## src/sv/i2cm_pkg.sv

```systemverilog
// Types, codes and phase-entry function for the I2C master bit engine.
`default_nettype none

package i2cm_pkg;

  typedef logic [2:0] op_t;

  localparam op_t OP_NONE  = 3'd0;
  localparam op_t OP_START = 3'd1;
  localparam op_t OP_STOP  = 3'd2;
  localparam op_t OP_WRITE = 3'd3;
  localparam op_t OP_READ  = 3'd4;

  typedef logic [0:0] reg_idx_t;

  localparam reg_idx_t REG_PHASE_TICKS = 1'd0;
  localparam reg_idx_t REG_ACK_TIMEOUT = 1'd1;

  localparam logic [15:0] PHASE_TICKS_RST = 16'd144;
  localparam logic [15:0] ACK_TIMEOUT_RST = 16'd100;
  localparam logic [3:0]  BITS_PER_BYTE   = 4'd8;

  // S: start, T: stop, W: write bit, A: ack check, R: read bit, K: ack drive
  typedef enum logic [14:0] {
    PH_IDLE = 15'h0001,
    PH_S1   = 15'h0002,
    PH_S2   = 15'h0004,
    PH_T1   = 15'h0008,
    PH_T2   = 15'h0010,
    PH_W1   = 15'h0020,
    PH_W2   = 15'h0040,
    PH_W3   = 15'h0080,
    PH_A1   = 15'h0100,
    PH_A2   = 15'h0200,
    PH_A3   = 15'h0400,
    PH_R1   = 15'h0800,
    PH_R2   = 15'h1000,
    PH_K1   = 15'h2000,
    PH_K2   = 15'h4000
  } phase_t;

  typedef struct packed {
    phase_t      phase;
    logic [3:0]  bit_cnt;
    logic [7:0]  shreg;
    logic [15:0] timer;
    logic [15:0] poll;
    logic        ack_choice;
    logic        nack;
    logic [7:0]  rx;
    logic        scl;
    logic        sda;
    logic        oe;
  } eng_st_t;

  typedef struct packed {
    logic       scl_level;
    logic       sda_level;
    logic       sda_drive;
    logic       busy;
    logic       done;
    logic [7:0] rx_byte;
    logic       nack_error;
  } res_t;

  // Enter a bus phase: load the hold timer and set the line levels.
  function automatic eng_st_t phase_enter(eng_st_t s, phase_t ph, logic [15:0] ticks);
    eng_st_t r;
    r = s;
    r.phase = ph;
    r.timer = (ticks == 16'd0) ? 16'd0 : ticks - 16'd1;
    case (ph)
      PH_S1: begin r.oe = 1'b1; r.sda = 1'b1; r.scl = 1'b1; end
      PH_S2: r.sda = 1'b0;
      PH_T1: begin r.oe = 1'b1; r.scl = 1'b0; r.sda = 1'b0; end
      PH_T2: begin r.scl = 1'b1; r.sda = 1'b1; end
      PH_W1: begin r.oe = 1'b1; r.scl = 1'b0; r.sda = s.shreg[7]; end
      PH_W2: r.scl = 1'b1;
      PH_W3: r.scl = 1'b0;
      PH_A1: begin r.oe = 1'b0; r.sda = 1'b1; r.scl = 1'b0; end
      PH_A2: r.scl = 1'b1;
      PH_A3: r.poll = 16'd0;
      PH_R1: begin r.oe = 1'b0; r.sda = 1'b1; r.scl = 1'b0; end
      PH_R2: r.scl = 1'b1;
      PH_K1: begin r.scl = 1'b0; r.oe = 1'b1; r.sda = ~s.ack_choice; end
      PH_K2: r.scl = 1'b1;
      default: ;
    endcase
    return r;
  endfunction

endpackage

`default_nettype wire

```

## src/sv/i2c_master_bit_engine.sv

```systemverilog
// I2C master bit engine: one timer tick per transaction, bus levels and status out.
//
//   channel | dir | ports
//   --------+-----+---------------------------------------------------------------
//   in      | in  | in_valid in_stall in_op in_tx_byte in_send_ack in_sda_sample
//   out     | out | out_valid out_stall out_scl_level out_sda_level out_sda_drive
//           |     |   out_busy_res out_done_res out_rx_byte out_nack_error
//   cfg     | in  | cfg_we cfg_index cfg_data
//
// One tick per clock while in_stall is low: each accepted transaction updates the phase
// state register, and its result is registered into the output register or the skid register.
// A skid register behind the output register lets a tick be taken while a result
// waits; in_stall rises only when both hold results.
// Synchronous active-low reset: idle, SCL and SDA driven high, registers at defaults.
`default_nettype none

module i2c_master_bit_engine (
  input  wire logic              clk,
  input  wire logic              rst_n,
  input  wire logic              in_valid,
  output logic                   in_stall,
  input  wire i2cm_pkg::op_t     in_op,
  input  wire logic [7:0]        in_tx_byte,
  input  wire logic              in_send_ack,
  input  wire logic              in_sda_sample,
  output logic                   out_valid,
  input  wire logic              out_stall,
  output logic                   out_scl_level,
  output logic                   out_sda_level,
  output logic                   out_sda_drive,
  output logic                   out_busy_res,
  output logic                   out_done_res,
  output logic [7:0]             out_rx_byte,
  output logic                   out_nack_error,
  input  wire logic              cfg_we,
  input  wire i2cm_pkg::reg_idx_t cfg_index,
  input  wire logic [15:0]       cfg_data
);
  import i2cm_pkg::*;

  logic [15:0] phase_ticks_r;
  logic [15:0] ack_timeout_r;
  eng_st_t     st_r, st_nxt;
  logic        done_nxt;
  res_t        res_nxt;
  res_t        out_r, out_nxt;
  res_t        skid_r, skid_nxt;
  logic        out_vld_r, out_vld_nxt;
  logic        skid_vld_r, skid_vld_nxt;
  logic        in_acc, out_take, out_free;

  assign in_stall = skid_vld_r;
  assign in_acc   = in_valid && !skid_vld_r;
  assign out_take = out_vld_r && !out_stall;
  assign out_free = !out_vld_r || out_take;

  always_ff @(posedge clk) begin
    if (!rst_n) begin
      phase_ticks_r <= PHASE_TICKS_RST;
      ack_timeout_r <= ACK_TIMEOUT_RST;
    end else if (cfg_we) begin
      case (cfg_index)
        REG_PHASE_TICKS: phase_ticks_r <= cfg_data;
        REG_ACK_TIMEOUT: ack_timeout_r <= cfg_data;
        default: ;
      endcase
    end
  end

  // Tick step
  always_comb begin
    st_nxt   = st_r;
    done_nxt = 1'b0;
    if (st_r.phase == PH_IDLE) begin
      case (in_op)
        OP_START: st_nxt = phase_enter(st_r, PH_S1, phase_ticks_r);
        OP_STOP:  st_nxt = phase_enter(st_r, PH_T1, phase_ticks_r);
        OP_WRITE: begin
          st_nxt         = st_r;
          st_nxt.shreg   = in_tx_byte;
          st_nxt.bit_cnt = 4'd0;
          st_nxt.nack    = 1'b0;
          st_nxt         = phase_enter(st_nxt, PH_W1, phase_ticks_r);
        end
        OP_READ: begin
          st_nxt            = st_r;
          st_nxt.shreg      = 8'd0;
          st_nxt.bit_cnt    = 4'd0;
          st_nxt.ack_choice = in_send_ack;
          st_nxt            = phase_enter(st_nxt, PH_R1, phase_ticks_r);
        end
        default: ;
      endcase
    end else if (st_r.phase == PH_A3) begin
      if (!in_sda_sample) begin
        st_nxt.scl   = 1'b0;
        st_nxt.phase = PH_IDLE;
        st_nxt.timer = 16'd0;
        done_nxt     = 1'b1;
      end else if (st_r.poll >= ack_timeout_r) begin
        st_nxt.nack = 1'b1;
        st_nxt      = phase_enter(st_nxt, PH_T1, phase_ticks_r);
      end else begin
        st_nxt.poll = st_r.poll + 16'd1;
      end
    end else if (st_r.timer != 16'd0) begin
      st_nxt.timer = st_r.timer - 16'd1;
    end else begin
      case (st_r.phase)
        PH_S1: st_nxt = phase_enter(st_r, PH_S2, phase_ticks_r);
        PH_T1: st_nxt = phase_enter(st_r, PH_T2, phase_ticks_r);
        PH_W1: st_nxt = phase_enter(st_r, PH_W2, phase_ticks_r);
        PH_W2: st_nxt = phase_enter(st_r, PH_W3, phase_ticks_r);
        PH_A1: st_nxt = phase_enter(st_r, PH_A2, phase_ticks_r);
        PH_A2: st_nxt = phase_enter(st_r, PH_A3, phase_ticks_r);
        PH_R1: st_nxt = phase_enter(st_r, PH_R2, phase_ticks_r);
        PH_K1: st_nxt = phase_enter(st_r, PH_K2, phase_ticks_r);
        PH_S2, PH_K2: begin
          st_nxt.scl   = 1'b0;
          st_nxt.phase = PH_IDLE;
          st_nxt.timer = 16'd0;
          done_nxt     = 1'b1;
        end
        PH_T2: begin
          st_nxt.phase = PH_IDLE;
          st_nxt.timer = 16'd0;
          done_nxt     = 1'b1;
        end
        PH_W3: begin
          st_nxt.shreg   = {st_r.shreg[6:0], 1'b0};
          st_nxt.bit_cnt = st_r.bit_cnt + 4'd1;
          st_nxt = phase_enter(st_nxt,
                               (st_nxt.bit_cnt >= BITS_PER_BYTE) ? PH_A1 : PH_W1,
                               phase_ticks_r);
        end
        PH_R2: begin
          // sample the data bit at the end of the SCL high hold
          st_nxt.shreg   = {st_r.shreg[6:0], in_sda_sample};
          st_nxt.bit_cnt = st_r.bit_cnt + 4'd1;
          if (st_nxt.bit_cnt >= BITS_PER_BYTE) begin
            st_nxt.rx = st_nxt.shreg;
            st_nxt    = phase_enter(st_nxt, PH_K1, phase_ticks_r);
          end else begin
            st_nxt = phase_enter(st_nxt, PH_R1, phase_ticks_r);
          end
        end
        default: st_nxt.phase = PH_IDLE;
      endcase
    end
  end

  always_comb begin
    res_nxt.scl_level  = st_nxt.scl;
    res_nxt.sda_level  = st_nxt.sda;
    res_nxt.sda_drive  = st_nxt.oe;
    res_nxt.busy       = (st_nxt.phase != PH_IDLE);
    res_nxt.done       = done_nxt;
    res_nxt.rx_byte    = st_nxt.rx;
    res_nxt.nack_error = st_nxt.nack;
  end

  // Output register with skid stage
  always_comb begin
    out_nxt      = out_r;
    out_vld_nxt  = out_vld_r;
    skid_nxt     = skid_r;
    skid_vld_nxt = skid_vld_r;
    if (out_free) begin
      out_vld_nxt  = skid_vld_r || in_acc;
      out_nxt      = skid_vld_r ? skid_r : res_nxt;
      skid_vld_nxt = 1'b0;
    end else if (in_acc) begin
      skid_nxt     = res_nxt;
      skid_vld_nxt = 1'b1;
    end
  end

  always_ff @(posedge clk) begin
    if (!rst_n) begin
      st_r.phase      <= PH_IDLE;
      st_r.bit_cnt    <= 4'd0;
      st_r.shreg      <= 8'd0;
      st_r.timer      <= 16'd0;
      st_r.poll       <= 16'd0;
      st_r.ack_choice <= 1'b0;
      st_r.nack       <= 1'b0;
      st_r.rx         <= 8'd0;
      st_r.scl        <= 1'b1;
      st_r.sda        <= 1'b1;
      st_r.oe         <= 1'b1;
      out_vld_r       <= 1'b0;
      skid_vld_r      <= 1'b0;
    end else begin
      if (in_acc) begin
        st_r <= st_nxt;
      end
      out_vld_r  <= out_vld_nxt;
      skid_vld_r <= skid_vld_nxt;
    end
  end

  always_ff @(posedge clk) begin
    out_r  <= out_nxt;
    skid_r <= skid_nxt;
  end

  assign out_valid      = out_vld_r;
  assign out_scl_level  = out_r.scl_level;
  assign out_sda_level  = out_r.sda_level;
  assign out_sda_drive  = out_r.sda_drive;
  assign out_busy_res   = out_r.busy;
  assign out_done_res   = out_r.done;
  assign out_rx_byte    = out_r.rx_byte;
  assign out_nack_error = out_r.nack_error;

endmodule

`default_nettype wire

```

## config.mk

```make
export PLATFORM = sky130hd
export DESIGN_NAME = i2c_master_bit_engine
export DESIGN_NICKNAME = d
export VERILOG_FILES = /design/src/sv/i2cm_pkg.sv /design/src/sv/i2c_master_bit_engine.sv
export SDC_FILE = /design/constraint.sdc
export NUM_CORES = 1
export LEC_CHECK = 0
export ABC_AREA = 1
export BUFFER_PORTS_ARGS = -buffer_cell sky130_fd_sc_hd__buf_4
export CAP_MARGIN = 20
export CORE_MARGIN = 4
export CORE_UTILIZATION = 25
export CTS_BUF_LIST = sky130_fd_sc_hd__clkbuf_2 sky130_fd_sc_hd__clkbuf_4 sky130_fd_sc_hd__clkbuf_8
export CTS_CLUSTER_DIAMETER = 200
export DETAILED_ROUTE_END_ITERATION = 6
export REMOVE_ABC_BUFFERS = 1
export SKIP_CTS_REPAIR_TIMING = 1
export SLEW_MARGIN = 20
export SYNTH_ARGS = -nofsm -noshare
export SYNTH_HDL_FRONTEND = slang
export SYNTH_SLANG_ARGS = --single-unit
```

## constraint.sdc

```tcl
create_clock -name clk -period 2.95 [get_ports clk]
set_clock_uncertainty 0.2 [all_clocks]
set_input_delay 0.1475 -clock clk [delete_from_list [all_inputs] [get_ports clk]]
set_output_delay 0.1475 -clock clk [all_outputs]
set_load 0.005 [all_outputs]
```

==> flow_summary.ini, run 1 <==
[route]
first_pass_iters = 5
drc = 0
first_iter_violations = 532
ant_nets = 0
drt-total-wl_um = 23900
vias_per_cell = 4.72
route.vias.total = 8048
wl_per_cell_um = 14.0

[final_layout]
syn_to_final_growth_pct = 19.9
nFillCells = 3431
final_nets = 1345
layout.cells.non_filler = 1705
drive_above_1_share_pct = 12.3
n_antenna_cell = 0
utilization_pct = 30.6

[power]
power_uw = 4650
powerDensity_nw_per_um2 = 479
p_leak_uw = 0.00438
ir_worst_vdd_uv = 248

[timing]
worst_pin_slew_ps = 715
maxClockFrequency_mhz = 362
max_slew_margin_pct = 52.2
finalCritPeriodShare_pct = 93.8
setup_ws_ps = 184
maxSlewViolCount = 0
grt_setup_unrepaired = false
fin_crit_ps = 2770
setup_violations = 0
hold_viol = 0
setup_tns_ps = 0

[floorplan]
die_y_um = 188
die_w_um = 188
rows = 65
io_pins = 51
start_util_pct = 25.5
core_region_area_um2 = 31700
dieArea_um2 = 35300

[clock_network]
tritoncts = done
root_buffer = clkbuf_8
cts.sink_count = 133
path_clk_slew_ps = 80
h-tree-depth = 4
cts_buffers = 17
clock_latency_ps = 450
clock_path_buffers = 2

[placed_design]
dp_cells = 1638
gp_congestion = 0.936
pre_cts_ws_ps = 193
dp.final_hpwl_um = 17900
io_buffer_count = 50

[worst_setup_path]
crit_chain = inv_1 -> ha_1 -> nand3_1 -> inv_1 -> nand4_1 -> nor2_2 -> nand2_1 -> inv_2 -> a21oi_2 -> a21oi_4 -> nand2_1 -> a21oi_1
slowest_delay_ps = 330
critPathLaunchType = flop
critical_path.endpoint_type = flop
crit_arrival_ps = 2930
crit_path_top_delay_cell = nor2_2
crit_path_max_fanout = 10
crit_type = flop to flop
cp.required_ps = 3110

[synth]
ys.flop_type = dfxtp_1
synth_seq_cells = 133
netlist.area_leader.share_pct = 26.0
synthArstFlopShare_pct = 0
synth_area_leaders = dfxtp_1 (26%), nand2_1 (13%), edfxtp_1 (10%)
yosysWarnings = 0
avgSynthCellArea_um2 = 6.75
synthDistinctLibCells = 52
syn_area_um2 = 8100
yosysSeqAreaShare_pct = 36.3
yosys.area.top_type = dfxtp_1
postSynthCellCount = 1199
synth-edff-count = 28

[global_routing]
grt_max_degree = 44
grt_pass1_wl_um = 38200
track_usage_pct = 13.2
antenna_found_initial = 0
globalRoute.totalOverflow = 0
grt_pass1_vias = 7287

[status]
status = finished clean

[flow_run]
maxCapViolations = 0

[worst_hold_path]
hold_path_class = input pin to flop
[metrics by stage]
stage	hold slack [ps]	cell area [um2]
after global routing	15.9	9710
final	13.7	9710
after global placement	186	8970
after floorplan	31.6	7910
after CTS	-280	9350
after detailed placement	198	8970
[worst max-delay path, delay by kind of cell (launching register included)]
kind,cells,cell delay (ps)
AND/OR/NAND/NOR,5,980
AO/OA/AOI/OAI,3,530
buffers and inverters,3,440
flip-flops,1,310
adder cells (fa/ha/maj),1,220
[synth_stat cells (2+ instances only)]
| library cell | number |
|---|---|
| nand2_4 | 2 |
| nand2_1 | 277 |
| nand3b_1 | 3 |
| xor2_1 | 18 |
| xnor2_1 | 4 |
| o21ai_1 | 8 |
| a211oi_1 | 3 |
| nor2_1 | 132 |
| buf_2 | 2 |
| o21ai_0 | 95 |
| o211ai_1 | 12 |
| nor3_4 | 2 |
| nor3_1 | 30 |
| or2_2 | 2 |
| nand4_1 | 20 |
| a21oi_1 | 98 |
| inv_2 | 9 |
| nand3_1 | 67 |
| dfxtp_1 | 105 |
| and3_1 | 2 |
| a31oi_1 | 10 |
| nand2_2 | 6 |
| nor2_2 | 11 |
| ha_1 | 20 |
| nor3b_1 | 2 |
| nor2_4 | 3 |
| nor4_1 | 3 |
| inv_1 | 162 |
| o22ai_2 | 6 |
| edfxtp_1 | 28 |
| buf_4 | 6 |
| nor3_2 | 2 |
| a21boi_0 | 2 |
| buf_6 | 2 |
| clkbuf_1 | 25 |
| a21oi_2 | 4 |
[metal layers]
layer,part of all wire (%),up-vias,GRT usage [%]
met2,46,232,21.7
met1,48,3684,17.9
met5,0,-,0
met4,1.3,0,3.19
li1,-,4105,-
met3,4.9,27,2.48
[where the power goes]
part,internal (uW),switching [uW]
logic,385,655
registers,1980,80.0
clock network,766,785
total,3130,1520
[layout by cell type (no fill, tap or decap), types with 9 or more instances in the layout]
master and instances:
a21oi_1 98, a31oi_1 10, buf_4 74, clkbuf_8 17
dfxtp_1 104, dlygate4sd3_1 35, edfxtp_1 28, ha_1 20
inv_1 162, inv_2 9, nand2_1 277, nand3_1 67
nand4_1 20, nor2_1 131, nor2_2 11, nor3_1 30
o211ai_1 12, o21ai_0 95, xor2_1 18
[sequential cells by signal, summed over array words and instances, names as in the netlist]
name,cells
skid_r,14
out_busy_res,1
phase_ticks_r,16
out_rx_byte,8
st_r,71
out_valid,1
out_sda_level,1
ack_timeout_r,16
out_scl_level,1
out_sda_drive,1
out_nack_error,1
out_done_res,1
in_stall,1
[final timing paths]
kind	from	to	slack [ps]	cells after the start
worst min-delay path	cfg_we	phase_ticks_r[6]$_SDFFE_PN0P_	10	5
worst min register to register	ack_timeout_r[1]$_SDFFE_PN0P_	ack_timeout_r[1]$_SDFFE_PN0P_	270	2
worst max-delay path	st_r[29]$_SDFFE_PN0P_	st_r[37]$_SDFFE_PN0P_	180	12
worst max register to register	st_r[29]$_SDFFE_PN0P_	st_r[37]$_SDFFE_PN0P_	180	12
[layout make-up]
class / instances / area (um2) / share of cell area (%)
clock inverters: 13 / 134 / 1.38
multi-input cells: 856 / 4320 / 44.5
flip-flops and latches: 133 / 2940 / 30.3
repair buffers: 109 / 906 / 9.33
well taps: 402 / 503 / 5.18
inverters: 173 / 652 / 6.71
clock buffers: 19 / 249 / 2.56
[logic make-up (layout without fill, tap and decap cells)]
kind of cell / after synthesis / after routing / share of synthesized area [%]
simple gates: 568 / 568 / 30.7
compound gates: 246 / 246 / 17.1
buf+inv: 210 / 314 / 10.4
flops: 133 / 133 / 36.3
xor+xnor: 22 / 22 / 2.38
fa+ha+maj: 20 / 20 / 3.09
(Power assumes the default switching activity.)
==> run 2: changes to the inputs <==
==> constraint.sdc (replaced) <==
create_clock -name clk -period 2.95 [get_ports clk]
set_clock_uncertainty 0.2 [all_clocks]
set_input_delay 0.7375 -clock clk [delete_from_list [all_inputs] [get_ports clk]]
set_output_delay 0.7375 -clock clk [all_outputs]
set_load 0.005 [all_outputs]
==> run 2 against run 1 <==
Effect of this change:
- global-route usage about the same
- setup slack better by 44 ps
- power increased by 2.0%
- hold slack better by 250 ps
- maximum frequency increased by 1.6%
==> flow_summary.ini, run 2 (synthesized netlist as in run 1, its figures left out) <==
[floorplan]
die_w_um = 188
core_region_area_um2 = 31700
start_util_pct = 25.5
rows = 65
io_pins = 51
die_y_um = 188
dieArea_um2 = 35300

[route]
route.vias.total = 7842
ant_nets = 0
first_pass_iters = 6
drt-total-wl_um = 23600
drc = 0
first_iter_violations = 596
vias_per_cell = 4.68
wl_per_cell_um = 14.1

[clock_network]
tritoncts = done
clock_latency_ps = 460
h-tree-depth = 4
cts_buffers = 17
path_clk_slew_ps = 90
cts.sink_count = 133
clock_path_buffers = 2
root_buffer = clkbuf_8

[timing]
max_slew_margin_pct = 54.9
worst_pin_slew_ps = 675
setup_violations = 0
finalCritPeriodShare_pct = 92.3
grt_setup_unrepaired = false
setup_tns_ps = 0
maxSlewViolCount = 0
maxClockFrequency_mhz = 367
fin_crit_ps = 2720
hold_viol = 0
setup_ws_ps = 228

[worst_hold_path]
hold_path_class = flop to flop

[worst_setup_path]
slowest_delay_ps = 490
r2r_slack_ps = 230
crit_chain = inv_1 -> ha_1 -> nand2_1 -> nor2_1 -> nand2_1 -> buf_4 -> nand2_1 -> o21ai_0 -> nor4_1 -> buf_4 -> nand3_1
crit_path_frequent_cell = nand2_1
crit_type = flop to flop
crit_arrival_ps = 2730
crit_path_top_delay_cell = nor4_1
critical_path.endpoint_type = flop
critPathLaunchType = flop
crit_path_max_fanout = 10
cp.required_ps = 2960

[power]
powerDensity_nw_per_um2 = 503
ir_worst_vdd_uv = 225
p_leak_uw = 0.00427

[global_routing]
grt_pass1_vias = 7407
globalRoute.totalOverflow = 0
met2_usage_pct = 21.8
busiest_layer = met2
grt_max_degree = 45
grt_pass1_wl_um = 38200
track_usage_pct = 13.2
met1_usage_pct = 17.4
antenna_found_initial = 0
grt_use_met3_pct = 2.68

[final_layout]
final_cell_mix = nand2_1 (277), inv_1 (162), nor2_1 (132)
nFillCells = 3477
regMostFlops = st_r
syn_to_final_growth_pct = 16.5
n_antenna_cell = 0
design_area_um2 = 9430
final_nets = 1316
largest_registers = st_r: 71 flops, ack_timeout_r: 16 flops, phase_ticks_r: 16 flops
drive_above_1_share_pct = 13.0
largest_reg_flops = 71
final_common_cell = nand2_1

[flow_run]
maxCapViolations = 0

[placed_design]
gp_congestion = 0.947
place_area_um2 = 9010
dp.final_hpwl_um = 18300
pre_cts_ws_ps = 211
io_buffer_count = 50

[status]
status = finished clean
## run 2: cell count changes in the layout (fill, tap and decap cells not counted)
| cell | before | now |
|---|---|---|
| nor2_1 | 131 | 132 |
| nor2_4 | 4 | 3 |
| dlygate4sd3_1 | 35 | 0 |
| clkinv_1 | 2 | 1 |
| clkinvlp_4 | 2 | 3 |
| clkinv_8 | 0 | 1 |
| clkinv_2 | 4 | 0 |
| inv_6 | 1 | 5 |
| buf_4 | 74 | 80 |
| inv_8 | 0 | 3 |
| clkinv_4 | 3 | 1 |
| clkbuf_4 | 2 | 0 |
## run 2: worst paths after layout
kind | endpoint | cells after the start | start
max | skid_r[10]$_DFFE_PP_ | 11 | st_r[29]$_SDFFE_PN0P_
min | ack_timeout_r[11]$_SDFFE_PN0P_ | 2 | ack_timeout_r[11]$_SDFFE_PN0P_
max reg2reg | skid_r[10]$_DFFE_PP_ | 11 | st_r[29]$_SDFFE_PN0P_
min reg2reg | ack_timeout_r[11]$_SDFFE_PN0P_ | 2 | ack_timeout_r[11]$_SDFFE_PN0P_
## run 2: per-layer routing
layer	part of all wire [%]	routed length, um
met2	47	11000
met4	2.4	574
met1	45	10700
met5	0	0
met3	5.7	1340
## run 2: critical path: cells and delay by family (launching register included)
| kind | cells | cell delay, ps |
|---|---|---|
| flip-flops | 1 | 320 |
| AO/OA/AOI/OAI | 1 | 130 |
| buffers and inverters | 3 | 520 |
| AND/OR/NAND/NOR | 6 | 1110 |
| adder cells (fa/ha/maj) | 1 | 220 |
## run 2: final cells by class
type / count / area [um2] / area share (%)
Clock buffer: 17 / 234 / 2.48
Sequential cell: 133 / 2940 / 31.2
Multi-Input combinational cell: 856 / 4310 / 45.7
Clock inverter: 15 / 185 / 1.96
Timing Repair Buffer: 80 / 601 / 6.37
Inverter: 173 / 652 / 6.91
Tap cell: 402 / 503 / 5.33
## run 2: through the flow
stage	utilization (%)	cells	power (uW)	hold WS (ps)
6_report	29.7	1676	4740	268
5_1_grt	29.7	1676	5010	296
4_1_cts	29.7	1676	4790	270
3_5_place_dp	28.4	1644	3110	253
3_3_place_gp	28.4	1644	3110	251
2_1_floorplan	-	1162	2760	235
## run 2: power breakdown
group          switching (uW)  internal [uW]  total (uW)
clock                     875            789        1660
combinational             654            364        1020
sequential               83.1           1980        2060
total                    1610           3130        4740
